[src/rtl/core/mcavg_pkg.sv]
// Shared types, constants and codes of the multichannel moving-average block.
package mcavg_pkg;

  // Field layout of the converter data word.
  localparam int IN_W       = 32;
  localparam int CHAN_LSB   = 26;
  localparam int CHAN_W     = 4;
  localparam int SAMPLE_LSB = 4;
  localparam int SAMPLE_W   = 12;

  // Result fields and arithmetic widths.
  localparam int SLOT_IDX_W = 2;
  localparam int AVG_W      = 12;
  localparam int SUM_W      = 16;
  localparam int DCNT_W     = $clog2(SUM_W + 1);

  // Configuration registers.
  localparam int CFG_SLOTS = 4;
  localparam int MAP_W     = CFG_SLOTS * CHAN_W;
  localparam int MASK_W    = CFG_SLOTS;
  localparam int WLEN_W    = 5;
  localparam int ADDR_W    = 4;
  localparam int DATA_W    = 32;
  localparam int REG_IDX_W = 2;

  localparam logic [REG_IDX_W-1:0] REG_SLOT_MAP   = 2'd0;
  localparam logic [REG_IDX_W-1:0] REG_SLOT_MASK  = 2'd1;
  localparam logic [REG_IDX_W-1:0] REG_WINDOW_LEN = 2'd2;

  localparam logic [WLEN_W-1:0] WLEN_RESET = 5'd16;

  // Defaults of the top-level parameters.
  localparam int NUM_SLOTS_DEF  = 4;
  localparam int WINDOW_MAX_DEF = 16;

  typedef struct packed {
    logic [IN_W-1:0] adc_word;
  } in_payload_t;

  typedef struct packed {
    logic [SLOT_IDX_W-1:0] slot_index;
    logic [CHAN_W-1:0]     channel_number;
    logic                  hit;
    logic [AVG_W-1:0]      average;
    logic                  last;
  } out_payload_t;

  typedef enum logic [2:0] {
    ST_CLEAR,
    ST_IDLE,
    ST_RESYNC,
    ST_SCAN,
    ST_UPDATE,
    ST_DIVIDE,
    ST_EMIT,
    ST_MISS
  } ctl_state_t;

  // Commands from the controller to the datapath.
  typedef struct packed {
    logic clr_step;
    logic rs_start;
    logic rs_step;
    logic load;
    logic slot_next;
    logic upd;
    logic div_step;
    logic out_load;
    logic out_miss;
  } dp_cmd_t;

  // Status from the datapath to the controller.
  typedef struct packed {
    logic clear_done;
    logic resync_done;
    logic any_hit;
    logic slot_hit;
    logic slot_last;
    logic div_done;
    logic out_free;
  } dp_sts_t;

endpackage

[src/rtl/core/mcavg_stream_if.sv]
// Valid/ready stream channel carrying one payload per transaction.
interface mcavg_stream_if #(
  parameter type payload_t = logic
);
  logic     valid;
  logic     ready;
  payload_t payload;

  modport source (output valid, output payload, input ready);
  modport sink   (input valid, input payload, output ready);
endinterface

[src/rtl/core/mcavg_cfg_regs.sv]
// APB-style configuration registers and effective window length.
module mcavg_cfg_regs #(
  parameter int WINDOW_MAX = mcavg_pkg::WINDOW_MAX_DEF,
  localparam int LW = $clog2(WINDOW_MAX + 1)
) (
  input  logic                             clk,
  input  logic                             rst_n,
  input  logic                             psel,
  input  logic                             penable,
  input  logic                             pwrite,
  input  logic [mcavg_pkg::ADDR_W-1:0]     paddr,
  input  logic [mcavg_pkg::DATA_W-1:0]     pwdata,
  output logic [mcavg_pkg::DATA_W-1:0]     prdata,
  output logic                             pready,
  output logic [mcavg_pkg::MAP_W-1:0]      slot_map,
  output logic [mcavg_pkg::MASK_W-1:0]     slot_mask,
  output logic [LW-1:0]                    len_eff,
  output logic                             wlen_wr
);

  logic [mcavg_pkg::MAP_W-1:0]  map_r,  map_nxt;
  logic [mcavg_pkg::MASK_W-1:0] mask_r, mask_nxt;
  logic [mcavg_pkg::WLEN_W-1:0] wlen_r, wlen_nxt;
  logic [mcavg_pkg::REG_IDX_W-1:0] reg_idx;
  logic                            wr_en;

  assign pready  = 1'b1;
  assign reg_idx = paddr[mcavg_pkg::ADDR_W-1:2];
  assign wr_en   = psel && penable && pwrite;
  assign wlen_wr = wr_en && (reg_idx == mcavg_pkg::REG_WINDOW_LEN);

  always_comb begin
    map_nxt  = map_r;
    mask_nxt = mask_r;
    wlen_nxt = wlen_r;
    if (wr_en) begin
      case (reg_idx)
        mcavg_pkg::REG_SLOT_MAP:   map_nxt  = pwdata[mcavg_pkg::MAP_W-1:0];
        mcavg_pkg::REG_SLOT_MASK:  mask_nxt = pwdata[mcavg_pkg::MASK_W-1:0];
        mcavg_pkg::REG_WINDOW_LEN: wlen_nxt = pwdata[mcavg_pkg::WLEN_W-1:0];
        default: ;
      endcase
    end
  end

  always_ff @(posedge clk) begin
    if (!rst_n) begin
      map_r  <= '0;
      mask_r <= '0;
      wlen_r <= mcavg_pkg::WLEN_RESET;
    end else begin
      map_r  <= map_nxt;
      mask_r <= mask_nxt;
      wlen_r <= wlen_nxt;
    end
  end

  always_comb begin
    case (reg_idx)
      mcavg_pkg::REG_SLOT_MAP:   prdata = mcavg_pkg::DATA_W'(map_r);
      mcavg_pkg::REG_SLOT_MASK:  prdata = mcavg_pkg::DATA_W'(mask_r);
      mcavg_pkg::REG_WINDOW_LEN: prdata = mcavg_pkg::DATA_W'(wlen_r);
      default:                   prdata = '0;
    endcase
  end

  // Zero counts as one, anything above WINDOW_MAX saturates to WINDOW_MAX.
  always_comb begin
    if (wlen_r == '0) begin
      len_eff = LW'(1);
    end else if (32'(wlen_r) > WINDOW_MAX) begin
      len_eff = LW'(WINDOW_MAX);
    end else begin
      len_eff = LW'(wlen_r);
    end
  end

  assign slot_map  = map_r;
  assign slot_mask = mask_r;

endmodule

[src/rtl/core/mcavg_ctrl.sv]
// Controller state machine: sequences clearing, resync, slot updates and results.
module mcavg_ctrl (
  input  logic               clk,
  input  logic               rst_n,
  input  logic               in_valid,
  output logic               in_ready,
  input  logic               wlen_wr,
  input  mcavg_pkg::dp_sts_t sts,
  output mcavg_pkg::dp_cmd_t cmd
);

  mcavg_pkg::ctl_state_t state_r, state_nxt;

  always_comb begin
    state_nxt = state_r;
    case (state_r)
      mcavg_pkg::ST_CLEAR: begin
        if (sts.clear_done) state_nxt = mcavg_pkg::ST_IDLE;
      end
      mcavg_pkg::ST_IDLE: begin
        if (wlen_wr) begin
          state_nxt = mcavg_pkg::ST_RESYNC;
        end else if (in_valid) begin
          state_nxt = mcavg_pkg::ST_SCAN;
        end
      end
      mcavg_pkg::ST_RESYNC: begin
        if (!wlen_wr && sts.resync_done) state_nxt = mcavg_pkg::ST_IDLE;
      end
      mcavg_pkg::ST_SCAN: begin
        if (!sts.any_hit) begin
          state_nxt = mcavg_pkg::ST_MISS;
        end else if (sts.slot_hit) begin
          state_nxt = mcavg_pkg::ST_UPDATE;
        end
      end
      mcavg_pkg::ST_UPDATE: state_nxt = mcavg_pkg::ST_DIVIDE;
      mcavg_pkg::ST_DIVIDE: begin
        if (sts.div_done) state_nxt = mcavg_pkg::ST_EMIT;
      end
      mcavg_pkg::ST_EMIT: begin
        if (sts.out_free) begin
          state_nxt = sts.slot_last ? mcavg_pkg::ST_IDLE : mcavg_pkg::ST_SCAN;
        end
      end
      mcavg_pkg::ST_MISS: begin
        if (sts.out_free) state_nxt = mcavg_pkg::ST_IDLE;
      end
      default: state_nxt = mcavg_pkg::ST_IDLE;
    endcase
  end

  always_comb begin
    cmd      = '0;
    in_ready = 1'b0;
    case (state_r)
      mcavg_pkg::ST_CLEAR: cmd.clr_step = 1'b1;
      mcavg_pkg::ST_IDLE: begin
        in_ready     = !wlen_wr;
        cmd.rs_start = wlen_wr;
        cmd.load     = in_valid && !wlen_wr;
      end
      mcavg_pkg::ST_RESYNC: begin
        cmd.rs_start = wlen_wr;
        cmd.rs_step  = !wlen_wr;
      end
      mcavg_pkg::ST_SCAN: begin
        cmd.slot_next = sts.any_hit && !sts.slot_hit;
      end
      mcavg_pkg::ST_UPDATE: cmd.upd = 1'b1;
      mcavg_pkg::ST_DIVIDE: cmd.div_step = 1'b1;
      mcavg_pkg::ST_EMIT: begin
        cmd.out_load  = sts.out_free;
        cmd.slot_next = sts.out_free && !sts.slot_last;
      end
      mcavg_pkg::ST_MISS: begin
        cmd.out_load = sts.out_free;
        cmd.out_miss = 1'b1;
      end
      default: ;
    endcase
  end

  always_ff @(posedge clk) begin
    if (!rst_n) begin
      state_r <= mcavg_pkg::ST_CLEAR;
    end else begin
      state_r <= state_nxt;
    end
  end

endmodule

[src/rtl/core/mcavg_datapath.sv]
// Datapath: sample rings, running sums, ring positions, serial divider, result register.
module mcavg_datapath #(
  parameter int NUM_SLOTS  = mcavg_pkg::NUM_SLOTS_DEF,
  parameter int WINDOW_MAX = mcavg_pkg::WINDOW_MAX_DEF,
  localparam int LW = $clog2(WINDOW_MAX + 1)
) (
  input  logic                           clk,
  input  logic                           rst_n,
  input  mcavg_pkg::dp_cmd_t             cmd,
  output mcavg_pkg::dp_sts_t             sts,
  input  logic [mcavg_pkg::IN_W-1:0]     adc_word,
  input  logic [mcavg_pkg::MAP_W-1:0]    slot_map,
  input  logic [mcavg_pkg::MASK_W-1:0]   slot_mask,
  input  logic [LW-1:0]                  len_eff,
  input  logic                           out_ready,
  output logic                           out_valid,
  output mcavg_pkg::out_payload_t        out_payload
);

  localparam int SW    = (NUM_SLOTS > 1) ? $clog2(NUM_SLOTS) : 1;
  localparam int PW    = (WINDOW_MAX > 1) ? $clog2(WINDOW_MAX) : 1;
  localparam int AW    = SW + PW;
  localparam int DEPTH = NUM_SLOTS * (2 ** PW);
  localparam int CLRW  = $clog2(DEPTH + 1);
  localparam int SUMW  = mcavg_pkg::SUM_W;
  localparam int SMPW  = mcavg_pkg::SAMPLE_W;
  localparam int CHW   = mcavg_pkg::CHAN_W;

  // Sample rings, one row of 2**PW entries per slot.
  logic [SMPW-1:0] mem [DEPTH];
  logic [SMPW-1:0] rdata_r;
  logic            mem_we;
  logic [AW-1:0]   mem_waddr, mem_raddr;
  logic [SMPW-1:0] mem_wdata;

  logic [CHW-1:0]  chan_r, chan_nxt;
  logic [SMPW-1:0] sample_r, sample_nxt;
  logic [SW-1:0]   slot_r, slot_nxt;

  logic [PW-1:0]   pos_r [NUM_SLOTS];
  logic [PW-1:0]   pos_nxt [NUM_SLOTS];
  logic [SUMW-1:0] sum_r [NUM_SLOTS];
  logic [SUMW-1:0] sum_nxt [NUM_SLOTS];

  logic [CLRW-1:0] clr_cnt_r, clr_cnt_nxt;
  logic            clr_done;

  logic [SW-1:0]   rs_slot_r, rs_slot_nxt;
  logic [PW-1:0]   rs_ent_r, rs_ent_nxt;
  logic            rs_all_r, rs_all_nxt;
  logic            rd_vld_r, rd_vld_nxt;
  logic [SW-1:0]   rd_tag_r, rd_tag_nxt;
  logic            rd_first_r, rd_first_nxt;
  logic            rs_last_ent, rs_last_slot;

  logic [LW-1:0]   rem_r, rem_nxt;
  logic [SUMW-1:0] quo_r, quo_nxt;
  logic [mcavg_pkg::DCNT_W-1:0] dcnt_r, dcnt_nxt;
  logic            div_done;
  logic [LW:0]     trial;
  logic            trial_ge;

  logic                    out_valid_r, out_valid_nxt;
  mcavg_pkg::out_payload_t out_pay_r, out_pay_nxt;
  logic                    out_free;

  logic [NUM_SLOTS-1:0] hit_vec, hit_above;
  logic [PW-1:0]   pos_cur, pos_eff, pos_wrap;
  logic [LW:0]     pos_inc;
  logic [SW-1:0]   sum_idx;
  logic [SUMW-1:0] sum_sel, sum_new, sum_acc;

  // Slot match against the latched channel; slots past the register fields never match.
  for (genvar s = 0; s < NUM_SLOTS; s++) begin : g_hit
    if (s < mcavg_pkg::CFG_SLOTS) begin : g_cfg
      assign hit_vec[s] = slot_mask[s] && (slot_map[s*CHW +: CHW] == chan_r);
    end else begin : g_none
      assign hit_vec[s] = 1'b0;
    end
  end

  assign hit_above = hit_vec >> slot_r;

  // Ring position of the current slot, wrapped to the window.
  assign pos_cur  = pos_r[slot_r];
  assign pos_eff  = (LW'(pos_cur) >= len_eff) ? '0 : pos_cur;
  assign pos_inc  = (LW + 1)'(pos_eff) + 1'b1;
  assign pos_wrap = (pos_inc >= (LW + 1)'(len_eff)) ? '0 : PW'(pos_inc);

  assign sum_idx = rd_vld_r ? rd_tag_r : slot_r;
  assign sum_sel = sum_r[sum_idx];
  assign sum_new = sum_sel - SUMW'(rdata_r) + SUMW'(sample_r);
  assign sum_acc = (rd_first_r ? '0 : sum_sel) + SUMW'(rdata_r);

  assign clr_done     = (clr_cnt_r == CLRW'(DEPTH));
  assign rs_last_ent  = (LW'(rs_ent_r) == (len_eff - 1'b1));
  assign rs_last_slot = (rs_slot_r == SW'(NUM_SLOTS - 1));
  assign div_done     = (dcnt_r == mcavg_pkg::DCNT_W'(SUMW));
  assign out_free     = !out_valid_r || out_ready;

  assign trial    = {rem_r, quo_r[SUMW-1]};
  assign trial_ge = (trial >= {1'b0, len_eff});

  // Memory ports.
  always_comb begin
    mem_we    = 1'b0;
    mem_waddr = {slot_r, pos_eff};
    mem_wdata = sample_r;
    if (cmd.clr_step && !clr_done) begin
      mem_we    = 1'b1;
      mem_waddr = clr_cnt_r[AW-1:0];
      mem_wdata = '0;
    end else if (cmd.upd) begin
      mem_we = 1'b1;
    end
    mem_raddr = cmd.rs_step ? {rs_slot_r, rs_ent_r} : {slot_r, pos_eff};
  end

  always_ff @(posedge clk) begin
    if (mem_we) mem[mem_waddr] <= mem_wdata;
    rdata_r <= mem[mem_raddr];
  end

  // Next-state logic.
  always_comb begin
    chan_nxt     = chan_r;
    sample_nxt   = sample_r;
    slot_nxt     = slot_r;
    pos_nxt      = pos_r;
    sum_nxt      = sum_r;
    clr_cnt_nxt  = clr_cnt_r;
    rs_slot_nxt  = rs_slot_r;
    rs_ent_nxt   = rs_ent_r;
    rs_all_nxt   = rs_all_r;
    rd_vld_nxt   = 1'b0;
    rd_tag_nxt   = rs_slot_r;
    rd_first_nxt = (rs_ent_r == '0);
    rem_nxt      = rem_r;
    quo_nxt      = quo_r;
    dcnt_nxt     = dcnt_r;

    if (cmd.clr_step && !clr_done) clr_cnt_nxt = clr_cnt_r + 1'b1;

    if (cmd.load) begin
      chan_nxt   = adc_word[mcavg_pkg::CHAN_LSB +: CHW];
      sample_nxt = adc_word[mcavg_pkg::SAMPLE_LSB +: SMPW];
      slot_nxt   = '0;
    end else if (cmd.slot_next) begin
      slot_nxt = slot_r + 1'b1;
    end

    // Resync sweep: issue one ring read per cycle, accumulate the registered read data in the next cycle.
    if (cmd.rs_start) begin
      rs_slot_nxt = '0;
      rs_ent_nxt  = '0;
      rs_all_nxt  = 1'b0;
    end else if (cmd.rs_step) begin
      for (int s = 0; s < NUM_SLOTS; s++) begin
        if (LW'(pos_r[s]) >= len_eff) pos_nxt[s] = '0;
      end
      if (rd_vld_r) sum_nxt[rd_tag_r] = sum_acc;
      if (!rs_all_r) begin
        rd_vld_nxt = 1'b1;
        if (rs_last_ent) begin
          rs_ent_nxt = '0;
          if (rs_last_slot) begin
            rs_all_nxt = 1'b1;
          end else begin
            rs_slot_nxt = rs_slot_r + 1'b1;
          end
        end else begin
          rs_ent_nxt = rs_ent_r + 1'b1;
        end
      end
    end

    // Slot update: replace the oldest sample, then start the divider.
    if (cmd.upd) begin
      sum_nxt[slot_r] = sum_new;
      pos_nxt[slot_r] = pos_wrap;
      rem_nxt         = '0;
      quo_nxt         = sum_new;
      dcnt_nxt        = '0;
    end else if (cmd.div_step && !div_done) begin
      rem_nxt  = trial_ge ? LW'(trial - {1'b0, len_eff}) : LW'(trial);
      quo_nxt  = {quo_r[SUMW-2:0], trial_ge};
      dcnt_nxt = dcnt_r + 1'b1;
    end
  end

  // Result register.
  always_comb begin
    out_valid_nxt = out_valid_r;
    out_pay_nxt   = out_pay_r;
    if (cmd.out_load) begin
      out_valid_nxt              = 1'b1;
      out_pay_nxt.channel_number = chan_r;
      if (cmd.out_miss) begin
        out_pay_nxt.slot_index = '0;
        out_pay_nxt.hit        = 1'b0;
        out_pay_nxt.average    = '0;
        out_pay_nxt.last       = 1'b1;
      end else begin
        out_pay_nxt.slot_index = mcavg_pkg::SLOT_IDX_W'(slot_r);
        out_pay_nxt.hit        = 1'b1;
        out_pay_nxt.average    = quo_r[mcavg_pkg::AVG_W-1:0];
        out_pay_nxt.last       = ((hit_above >> 1) == '0);
      end
    end else if (out_ready) begin
      out_valid_nxt = 1'b0;
    end
  end

  always_ff @(posedge clk) begin
    if (!rst_n) begin
      pos_r       <= '{default: '0};
      sum_r       <= '{default: '0};
      clr_cnt_r   <= '0;
      rs_slot_r   <= '0;
      rs_ent_r    <= '0;
      rs_all_r    <= 1'b1;
      rd_vld_r    <= 1'b0;
      slot_r      <= '0;
      dcnt_r      <= '0;
      out_valid_r <= 1'b0;
    end else begin
      pos_r       <= pos_nxt;
      sum_r       <= sum_nxt;
      clr_cnt_r   <= clr_cnt_nxt;
      rs_slot_r   <= rs_slot_nxt;
      rs_ent_r    <= rs_ent_nxt;
      rs_all_r    <= rs_all_nxt;
      rd_vld_r    <= rd_vld_nxt;
      slot_r      <= slot_nxt;
      dcnt_r      <= dcnt_nxt;
      out_valid_r <= out_valid_nxt;
    end
  end

  always_ff @(posedge clk) begin
    chan_r     <= chan_nxt;
    sample_r   <= sample_nxt;
    rd_tag_r   <= rd_tag_nxt;
    rd_first_r <= rd_first_nxt;
    rem_r      <= rem_nxt;
    quo_r      <= quo_nxt;
    out_pay_r  <= out_pay_nxt;
  end

  always_comb begin
    sts.clear_done  = clr_done;
    sts.resync_done = rs_all_r && !rd_vld_r;
    sts.any_hit     = |hit_vec;
    sts.slot_hit    = hit_vec[slot_r];
    sts.slot_last   = ((hit_above >> 1) == '0);
    sts.div_done    = div_done;
    sts.out_free    = out_free;
  end

  assign out_valid   = out_valid_r;
  assign out_payload = out_pay_r;

endmodule

[src/rtl/core/multichannel_adc_moving_average.sv]
// Top level of the multichannel converter moving-average filter.
//
// Usage: in_if carries one raw converter word per transaction (channel in
// bits 29..26, sample in bits 15..4). Every enabled slot mapped to that
// channel stores the sample in its own ring and reports the truncated mean
// of its window on out_if, in ascending slot order, with last set on the
// final result of the word. A word that matches no slot yields one result
// with hit clear. Configuration goes through the APB port (slot map at 0x0,
// enable mask at 0x4, window length at 0x8); write it only while idle.
//
// Timing: the word is taken in the idle state, then the slots are checked in
// turn; a matching slot goes through a ring read, the update, a 16-step
// bit-serial divider and the loading of the result register. A word with no
// match goes to a single miss result. A window length write triggers a resync
// pass that rebuilds every sum; no word is taken then.
// Reset: a clearing pass zeroes the sample rings, one entry per cycle,
// all NUM_SLOTS * 2**ceil(log2(WINDOW_MAX)) entries (64 by default), before the
// first word is taken. A stalled receiver holds the result register; the
// block keeps working until it needs to load the next result.
module multichannel_adc_moving_average #(
  parameter int NUM_SLOTS  = mcavg_pkg::NUM_SLOTS_DEF,
  parameter int WINDOW_MAX = mcavg_pkg::WINDOW_MAX_DEF
) (
  input  logic                         clk,
  input  logic                         rst_n,
  mcavg_stream_if.sink                 in_if,
  mcavg_stream_if.source               out_if,
  input  logic                         psel,
  input  logic                         penable,
  input  logic                         pwrite,
  input  logic [mcavg_pkg::ADDR_W-1:0] paddr,
  input  logic [mcavg_pkg::DATA_W-1:0] pwdata,
  output logic [mcavg_pkg::DATA_W-1:0] prdata,
  output logic                         pready
);

  localparam int LW = $clog2(WINDOW_MAX + 1);

  mcavg_pkg::dp_cmd_t           cmd;
  mcavg_pkg::dp_sts_t           sts;
  logic [mcavg_pkg::MAP_W-1:0]  slot_map;
  logic [mcavg_pkg::MASK_W-1:0] slot_mask;
  logic [LW-1:0]                len_eff;
  logic                         wlen_wr;
  mcavg_pkg::in_payload_t       in_pay;
  mcavg_pkg::out_payload_t      out_pay;
  logic                         out_valid;

  assign in_pay = in_if.payload;

  // Register file; a window length write also kicks off the resync.
  mcavg_cfg_regs #(
    .WINDOW_MAX (WINDOW_MAX)
  ) u_cfg (
    .clk       (clk),
    .rst_n     (rst_n),
    .psel      (psel),
    .penable   (penable),
    .pwrite    (pwrite),
    .paddr     (paddr),
    .pwdata    (pwdata),
    .prdata    (prdata),
    .pready    (pready),
    .slot_map  (slot_map),
    .slot_mask (slot_mask),
    .len_eff   (len_eff),
    .wlen_wr   (wlen_wr)
  );

  // Sequencer: clear, resync, accept, scan slots, update, divide, emit or miss.
  mcavg_ctrl u_ctrl (
    .clk      (clk),
    .rst_n    (rst_n),
    .in_valid (in_if.valid),
    .in_ready (in_if.ready),
    .wlen_wr  (wlen_wr),
    .sts      (sts),
    .cmd      (cmd)
  );

  // Storage, arithmetic and the result register.
  mcavg_datapath #(
    .NUM_SLOTS  (NUM_SLOTS),
    .WINDOW_MAX (WINDOW_MAX)
  ) u_dp (
    .clk         (clk),
    .rst_n       (rst_n),
    .cmd         (cmd),
    .sts         (sts),
    .adc_word    (in_pay.adc_word),
    .slot_map    (slot_map),
    .slot_mask   (slot_mask),
    .len_eff     (len_eff),
    .out_ready   (out_if.ready),
    .out_valid   (out_valid),
    .out_payload (out_pay)
  );

  assign out_if.valid   = out_valid;
  assign out_if.payload = out_pay;

endmodule

[src/flat_wrapper.sv]
// flat-port wrapper written by rule: the top's interface ports become plain ports
module multichannel_adc_moving_average_flat import mcavg_pkg::*;
#(
  parameter int NUM_SLOTS  = mcavg_pkg::NUM_SLOTS_DEF,
  parameter int WINDOW_MAX = mcavg_pkg::WINDOW_MAX_DEF
)
  (clk, rst_n, psel, penable, pwrite, paddr, pwdata, prdata, pready, in_if_valid, in_if_payload, in_if_ready, out_if_valid, out_if_payload, out_if_ready);
  mcavg_stream_if #(.payload_t(in_payload_t)) in_if_i ();
  mcavg_stream_if #(.payload_t(out_payload_t)) out_if_i ();
  input  logic clk;
  input  logic rst_n;
  input  logic psel;
  input  logic penable;
  input  logic pwrite;
  input  logic [mcavg_pkg::ADDR_W-1:0] paddr;
  input  logic [mcavg_pkg::DATA_W-1:0] pwdata;
  output logic [mcavg_pkg::DATA_W-1:0] prdata;
  output logic pready;
  input wire logic [$bits(in_if_i.valid)-1:0] in_if_valid;
  input wire logic [$bits(in_if_i.payload)-1:0] in_if_payload;
  output wire logic [$bits(in_if_i.ready)-1:0] in_if_ready;
  output wire logic [$bits(out_if_i.valid)-1:0] out_if_valid;
  output wire logic [$bits(out_if_i.payload)-1:0] out_if_payload;
  input wire logic [$bits(out_if_i.ready)-1:0] out_if_ready;
  assign in_if_i.valid = in_if_valid;
  assign in_if_i.payload = in_if_payload;
  assign in_if_ready = in_if_i.ready;
  assign out_if_valid = out_if_i.valid;
  assign out_if_payload = out_if_i.payload;
  assign out_if_i.ready = out_if_ready;
  multichannel_adc_moving_average #(.NUM_SLOTS(NUM_SLOTS), .WINDOW_MAX(WINDOW_MAX)) u_core (.clk(clk), .rst_n(rst_n), .in_if(in_if_i), .out_if(out_if_i), .psel(psel), .penable(penable), .pwrite(pwrite), .paddr(paddr), .pwdata(pwdata), .prdata(prdata), .pready(pready));
endmodule
[config.mk]
export PLATFORM = sky130hd
export DESIGN_NAME = multichannel_adc_moving_average_flat
export DESIGN_NICKNAME = d
export VERILOG_FILES = /design/src/rtl/core/mcavg_pkg.sv /design/src/rtl/core/mcavg_stream_if.sv /design/src/rtl/core/mcavg_cfg_regs.sv /design/src/rtl/core/mcavg_ctrl.sv /design/src/rtl/core/mcavg_datapath.sv /design/src/rtl/core/multichannel_adc_moving_average.sv /design/src/flat_wrapper.sv
export SDC_FILE = /design/constraint.sdc
export NUM_CORES = 2
export LEC_CHECK = 0
export ABC_CLOCK_PERIOD_IN_PS = 4800
export BUFFER_PORTS_ARGS = -buffer_cell sky130_fd_sc_hd__buf_2
export CORE_MARGIN = 2
export CORE_UTILIZATION = 28
export DETAILED_ROUTE_END_ITERATION = 7
export GPL_ROUTABILITY_DRIVEN = 1
export SLEW_MARGIN = 10
export SYNTH_ARGS = -nofsm -noshare
export SYNTH_HDL_FRONTEND = slang
export SYNTH_SLANG_ARGS = --single-unit
[constraint.sdc]
create_clock -name clk -period 4.8 [get_ports clk]
set_clock_uncertainty 0.2 [all_clocks]
set_input_delay 0.24 -clock clk [delete_from_list [all_inputs] [get_ports clk]]
set_output_delay 0.24 -clock clk [all_outputs]
set_load 0.05 [all_outputs]
* Word level (Yosys, flattened, before mapping)
Memories as Yosys holds them, arrays and structs flattened. A register that Yosys moved wholly into a read port is not among the register bits.
Cells that the tools add are included.
** Storage, ports and cells
- Register bits :: 191
- Bits in writable memories :: 768
- Input port bits :: 75
- Output and inout port bits :: 55
- Logic and storage cells :: 210
- Memories kept :: 1
** Memories
- u_core.u_dp.mem :: words 64, width 12, rd ports 1, clocked after memory_dff 1, write ports 1, RTL line mcavg_datapath.sv:30 : logic [SMPW-1:0] mem [DEPTH];
** Cells by class
- Add/subtract/negate cells :: 11
- Magnitude comparators :: 14
- Equality and inequality tests :: 24
- Shifts and indexed selects :: 1
- Muxes and demuxes :: 76
- Bitwise logic cells :: 7
- Reductions and logical operators :: 45
** Operators by type and width (count)
- $mux 64 :: 4
- $mux 16 :: 10
- $bwmux 64 :: 2
- $demux 16 s2 :: 2
- $pmux 16 s3 :: 1
- $mux 4 :: 10
- $add 16x12->16 :: 2
- $bmux 16 s2 :: 1
- $mux 3 :: 9
- $ge 4x5->1 :: 5
- $pmux 3 s8 :: 1
- $mux 1 :: 22
- $bwmux 16 :: 1
- $eq 4x4->1 :: 4
- $logic_and 1x1->1 :: 16
- $sub 16x12->16 :: 1
- $mux 5 :: 3
- $mux 14 :: 1
- $eq 3x3->1 const B :: 4
- $mux 12 :: 1
- $mux 6 :: 2
- $ne 2x2->1 const B :: 5
- $reduce_or 2->1 :: 5
- $ge 3x3->1 const B :: 3
- other kinds (40) :: 63

* Longest topological paths before layout
- Depth after elaboration :: 13
- Mapped depth :: 18
- Depth with buffers taken out :: 17

* Cells and area by module
From an unflattened synthesis, not the netlist that was laid out.
** Unflattened totals
- Cells, all modules :: 3496
- Area, all modules :: 43828.3 µm²
** By module, submodules not included
- mcavg_datapath :: times used 1, cells an instance 3291, area an instance 42090.4 µm², seq. area each 27086.0 µm²
- mcavg_cfg_regs :: times used 1, cells an instance 159, area an instance 1375.1 µm², seq. area each 500.5 µm²
- mcavg_ctrl :: times used 1, cells an instance 46, area an instance 362.8 µm², seq. area each 60.1 µm²

* Worst setup path before layout
No wires, ideal clock.
- Path kind :: register to register
- Start point :: register u_core.u_dp.rd_vld_r
- End point :: register u_core.u_dp.sum_r[14] (netlist bit)
- Library setup time :: 116 ps
- Data arrival time :: 4420 ps
- Required time :: 4484 ps
- Setup slack :: 64 ps
- Cell stages (with the launch flop) :: 17
- Buffers on the path :: 2
- Clock period less this slack :: 4736 ps
- Cells stage by stage :: dfxtp_1 -> buf_6 -> mux2i_2 -> buf_2 -> mux4_2 -> inv_1 -> fa_1 -> inv_1 -> ha_1 -> nor2b_1 -> o31a_1 -> o211ai_1 -> a21oi_1 -> a2111o_1 -> and4_1 -> or3_1 -> o211a_1
** Between the ends
- Word-level cells in the longest chain between the ends :: 13
- Elaborated cells on any way between the ends :: 15
- Those cells by class :: 3 x add/sub; 11 x mux; 1 x bitwise
** Ends and longest elaborated chain
- start: declaration :: RTL line mcavg_datapath.sv:51 : logic rd_vld_r, rd_vld_nxt;
- start signal: assignment :: RTL line mcavg_datapath.sv:233 : rd_vld_r <= rd_vld_nxt;
- parallel branches: the longest is 12 deep, another holds $sub 16x12->16
- $mux 64 (*) :: RTL line mcavg_datapath.sv:178 : if (cmd.upd) begin
- end signal: assignment :: RTL line mcavg_datapath.sv:228 : sum_r <= sum_nxt;
- end: declaration :: RTL line mcavg_datapath.sv:42 : logic [SUMW-1:0] sum_r [NUM_SLOTS];
Every way passes the cells marked *. The select of a mux whose other input is x is not followed.
A chain may end at the register's enable or synchronous reset.

* Worst setup path after layout
- Start point :: register u_core.u_dp.slot_r[0]
- End point :: register u_core.u_dp.pos_r[8] (netlist bit)
** Between the ends
- Word-level cells in the longest chain between the ends :: 11
- Elaborated cells on any way between the ends :: 16
- Those cells by class :: 1 x add/sub; 4 x order compare; 9 x mux; 1 x bitwise; 1 x reduce/logical
** Ends and longest elaborated chain
- start: declaration :: RTL line mcavg_datapath.sv:38 : logic [SW-1:0] slot_r, slot_nxt;
- start signal: assignment :: RTL line mcavg_datapath.sv:234 : slot_r <= slot_nxt;
- $not 2->3 (not written as such) (*) :: RTL line mcavg_datapath.sv:85, mcavg_datapath.sv:180
- $bmux 4 s2 :: RTL line mcavg_datapath.sv:85 : assign pos_cur = pos_r[slot_r];
- $mux 4 (not written as such) (2 in series) :: RTL line mcavg_datapath.sv:85
- $ge 4x5->1 :: RTL line mcavg_datapath.sv:86 : assign pos_eff = (LW'(pos_cur) >= len_eff) ? '0 : pos_cur;
- $mux 4 :: RTL line mcavg_datapath.sv:86
- $add 4x1->5 :: RTL line mcavg_datapath.sv:87 : assign pos_inc = (LW + 1)'(pos_eff) + 1'b1;
- $ge 5x5->1 :: RTL line mcavg_datapath.sv:88 : assign pos_wrap = (pos_inc >= (LW + 1)'(len_eff)) ? '0 : PW'(pos_inc);
- $mux 4 :: RTL line mcavg_datapath.sv:88
- $bwmux 16 (*) :: RTL line mcavg_datapath.sv:180 : pos_nxt[slot_r] = pos_wrap;
- $mux 16 (*) :: RTL line mcavg_datapath.sv:178
- end signal: assignment :: RTL line mcavg_datapath.sv:227 : pos_r <= pos_nxt;
- end: declaration :: RTL line mcavg_datapath.sv:40 : logic [PW-1:0] pos_r [NUM_SLOTS];
Mark *: on every way between the ends. The rest lies on a longest branch, timed or not. The select of a mux whose other input is x is not followed.

==> flow_summary.ini <==
[critical_path]
critical_path_required_ns = 5.20
path_cells = buf_4 > mux4_2 > ha_1 > o21ai_0 > o21a_1 > o21ai_2 > inv_2 > ha_1 > ha_1 > a21o_1 > a21o_1 > a21o_1 > a21o_1 > nor2_1 > a22oi_1 > nor2_1
cp_slowest_stage_delay_ns = 0.60
worst-r2r-cell-count = 16
cp_common_cell = a21o_1
slowest_stage = mux4_2
arrival_ns = 5.02
regToRegEndpoint = u_core.u_dp.pos_r[8]
rrSetupSlack_ns = 0.18
path_class = reg2reg
cp_max_fo = 13
critPathLaunchType = flip-flop
cp-end-kind = flip-flop
timing.rr.start = u_core.u_dp.slot_r[0]

[die]
die-area_mm2 = 0.156
die_h_um = 395
initial_core_util = 0.282
core_mm2 = 0.152
ios = 130
die_x_um = 395
core.rowCount = 143

[power_and_ir_drop]
power_density_mw_per_mm2 = 408
leakage_nw = 17.5
max-vdd-ir-drop_mv = 0.309
total_power_w = 0.0204

[hold_path]
hp-class = in2reg
hp-start = paddr[3]
holdPathEnd = u_core.u_cfg.wlen_r[3]
whs_path_depth = 4

[yosys]
synth_cell_types = 81
ys.flop_type = edfxtp_1
syn_inst = 3605
yosys_warnings = 0
ys_ff_latch = 971
avgSynthCellArea_um2 = 11.9
async_flop_share = 0
synth_area_mm2 = 0.0428
synth-edff-count = 820
ys_seq_area_frac = 0.646

[timing]
relSlewSlack = 0.267
slew_violations = 0
fmax_mhz = 217
hold_violations = 0
tightest_slew_ns = 1.09
final.min_clock_period_ns = 4.62
rsz0062_at_grt = true
timing.final.crit_share = 0.962
holdWs_ns = 0.0533
setup_violations = 0

[detailed_routing]
dr_total_vias = 30300
first_pass_iters = 8
ant_nets = 0
wl_per_cell_um = 21.2
met2_wirelength_um = 57000
first_iter_violations = 3591
wl_met1_um = 55400
viasPerCell = 5.17
route.detailed.drc = 0
wl_um = 125000
met3_length_um = 8810
top_layer_used = met4

[clocking]
cts_root_buffer = clkbuf_16
clock_path_buffers = 3
cts_tree = yes
htreeDepth = 3
postCtsSetupRepairBufs = 0
clk_latency_ns = 0.70
clkTransAtPathRegs_ns = 0.07
numCtsBuffers = 99
cts_sinks = 971

[flow_run]
maxCapViolCount = 0

[global_route]
antenna_found_initial = 0
grt_pass1_vias = 28800
grt_pass1_wl_um = 186000
grt_use_total = 0.154
grt_max_degree = 122
grt_overflow = 0

[layout]
layout_common_cells = 820 x edfxtp_1, 515 x nand3_1, 381 x nand2_1
layout_commonest_cell = edfxtp_1
drive_gt1_frac = 0.121
fin_nets = 3921
area_delta_synth_final_pct = 16.5

[placement]
gp_congestion = 0.849
portBuffers = 78
hpwl_um = 76000

[run_status]
status = complete, no violations
==> layer usage <==
| metal | up-vias | track usage |
|---|---|---|
| met3 | 200 | 0.0236 |
| met2 | 1265 | 0.242 |
| met5 | - | 0 |
| li1 | 13800 | - |
| met1 | 15000 | 0.220 |
| met4 | 0 | 0.0434 |
==> worst max-delay path, delay by kind of cell (launching register included) <==
family / cells / cell delay (ns)
adder cells (fa/ha/maj): 3 / 0.93
multiplexers: 1 / 0.60
AO/OA/AOI/OAI: 8 / 1.66
AND/OR/NAND/NOR: 2 / 0.43
flip-flops: 1 / 0.35
buffers and inverters: 2 / 0.36
==> area by class of cell <==
type	instances	area [µm²]
repair buffers	309	2510
inverters	86	323
flip-flops and latches	971	27600
clock inverters	44	362
fillers	15000	102000
multi-input cells	2294	13900
well taps	2030	2540
diodes	1	2.50
clock buffers	133	2650
==> what timing repair did <==
action	CTS	global route
hold buffers	41	0
endpoints found under the setup margin	0	19
resized for setup	0	7
endpoints found under the hold margin	80	0
==> cells by family (layout without fill, tap and decap cells) <==
family,count (synthesis),after routing,synth area share
simple gates,1381,1381,0.153
compound gates,651,651,0.0960
mux,103,103,0.0303
flops,971,971,0.646
fa+ha+maj,85,85,0.0273
other cells,2,18,0.000175
xor+xnor,57,57,0.0117
buf+inv,355,572,0.0357
==> how the worst max path moves through the flow <==
stage                                      from               endpoint  slack [ns]  cells past startpoint
after floorplan            u_core.u_dp.rd_vld_r  u_core.u_dp.sum_r[14]        0.06                     16
after global placement    u_core.u_dp.slot_r[0]   u_core.u_dp.pos_r[7]        0.26                     16
after detailed placement  u_core.u_dp.slot_r[0]   u_core.u_dp.pos_r[3]        0.12                     16
after CTS                 u_core.u_dp.slot_r[0]   u_core.u_dp.pos_r[3]         0.1                     16
after global routing       u_core.u_dp.rd_vld_r  u_core.u_dp.quo_r[14]      -0.006                     15
final                     u_core.u_dp.slot_r[0]   u_core.u_dp.pos_r[8]        0.18                     16
==> sequential cells by signal, summed over array words and instances, names as in the netlist, 2 cells and up <==
| register | cells |
|---|---|
| u_core.u_cfg.slot_map | 16 |
| u_core.u_cfg.slot_mask | 4 |
| u_core.u_cfg.wlen_r | 5 |
| u_core.u_ctrl.state_r | 3 |
| u_core.u_dp.chan_r | 4 |
| u_core.u_dp.clr_cnt_r | 7 |
| u_core.u_dp.dcnt_r | 5 |
| u_core.u_dp.mem | 768 |
| u_core.u_dp.out_payload | 20 |
| u_core.u_dp.pos_r | 16 |
| u_core.u_dp.quo_r | 16 |
| u_core.u_dp.rd_tag_nxt | 2 |
| u_core.u_dp.rd_tag_r | 2 |
| u_core.u_dp.rdata_r | 12 |
| u_core.u_dp.rem_r | 5 |
| u_core.u_dp.rs_ent_r | 4 |
| u_core.u_dp.sample_r | 12 |
| u_core.u_dp.slot_r | 2 |
| u_core.u_dp.sum_r | 64 |
==> cell usage after synthesis, drive strengths merged, types with 13 or more instances <==
| master | number | area, µm² |
|---|---|---|
| a211oi | 26 | 208 |
| a21o | 16 | 120 |
| a21oi | 85 | 437 |
| a22oi | 17 | 128 |
| a311oi | 26 | 228 |
| a31oi | 62 | 388 |
| a32oi | 24 | 210 |
| and2 | 34 | 214 |
| and4 | 15 | 131 |
| buf | 115 | 628 |
| clkbuf | 154 | 578 |
| dfxtp | 151 | 3020 |
| edfxtp | 820 | 24600 |
| fa | 14 | 280 |
| ha | 71 | 888 |
| inv | 86 | 323 |
| mux2i | 81 | 815 |
| mux4 | 20 | 462 |
| nand2 | 383 | 1440 |
| nand2b | 24 | 158 |
| nand3 | 515 | 2580 |
| nand4 | 105 | 657 |
| nor2 | 208 | 796 |
| nor3 | 33 | 170 |
| nor4 | 14 | 87.6 |
| o211ai | 13 | 97.6 |
| o21ai | 295 | 1490 |
| xnor2 | 29 | 254 |
| xor2 | 28 | 245 |
==> per-stage QoR <==
| stage | TNS [ns] | worst slack [ns] | util | area (µm²) | std cells |
|---|---|---|---|---|---|
| 6_report | 0 | 0.181 | 0.329 | 49900 | 5868 |
| 5_1_grt | -0.00567 | -0.00567 | 0.329 | 49900 | 5867 |
| 4_1_cts | 0 | 0.0967 | 0.328 | 49900 | 5867 |
| 3_5_place_dp | 0 | 0.119 | 0.306 | 46500 | 5649 |
| 3_3_place_gp | 0 | 0.260 | 0.306 | 46500 | 5649 |
| 2_1_floorplan | 0 | 0.0636 | - | 42900 | 3620 |
==> where the power goes <==
part	switching [W]	internal, W
registers	0.000176	0.00984
clock network	0.00330	0.00399
logic	0.00220	0.000845
Power figures use the tool's default switching activity.
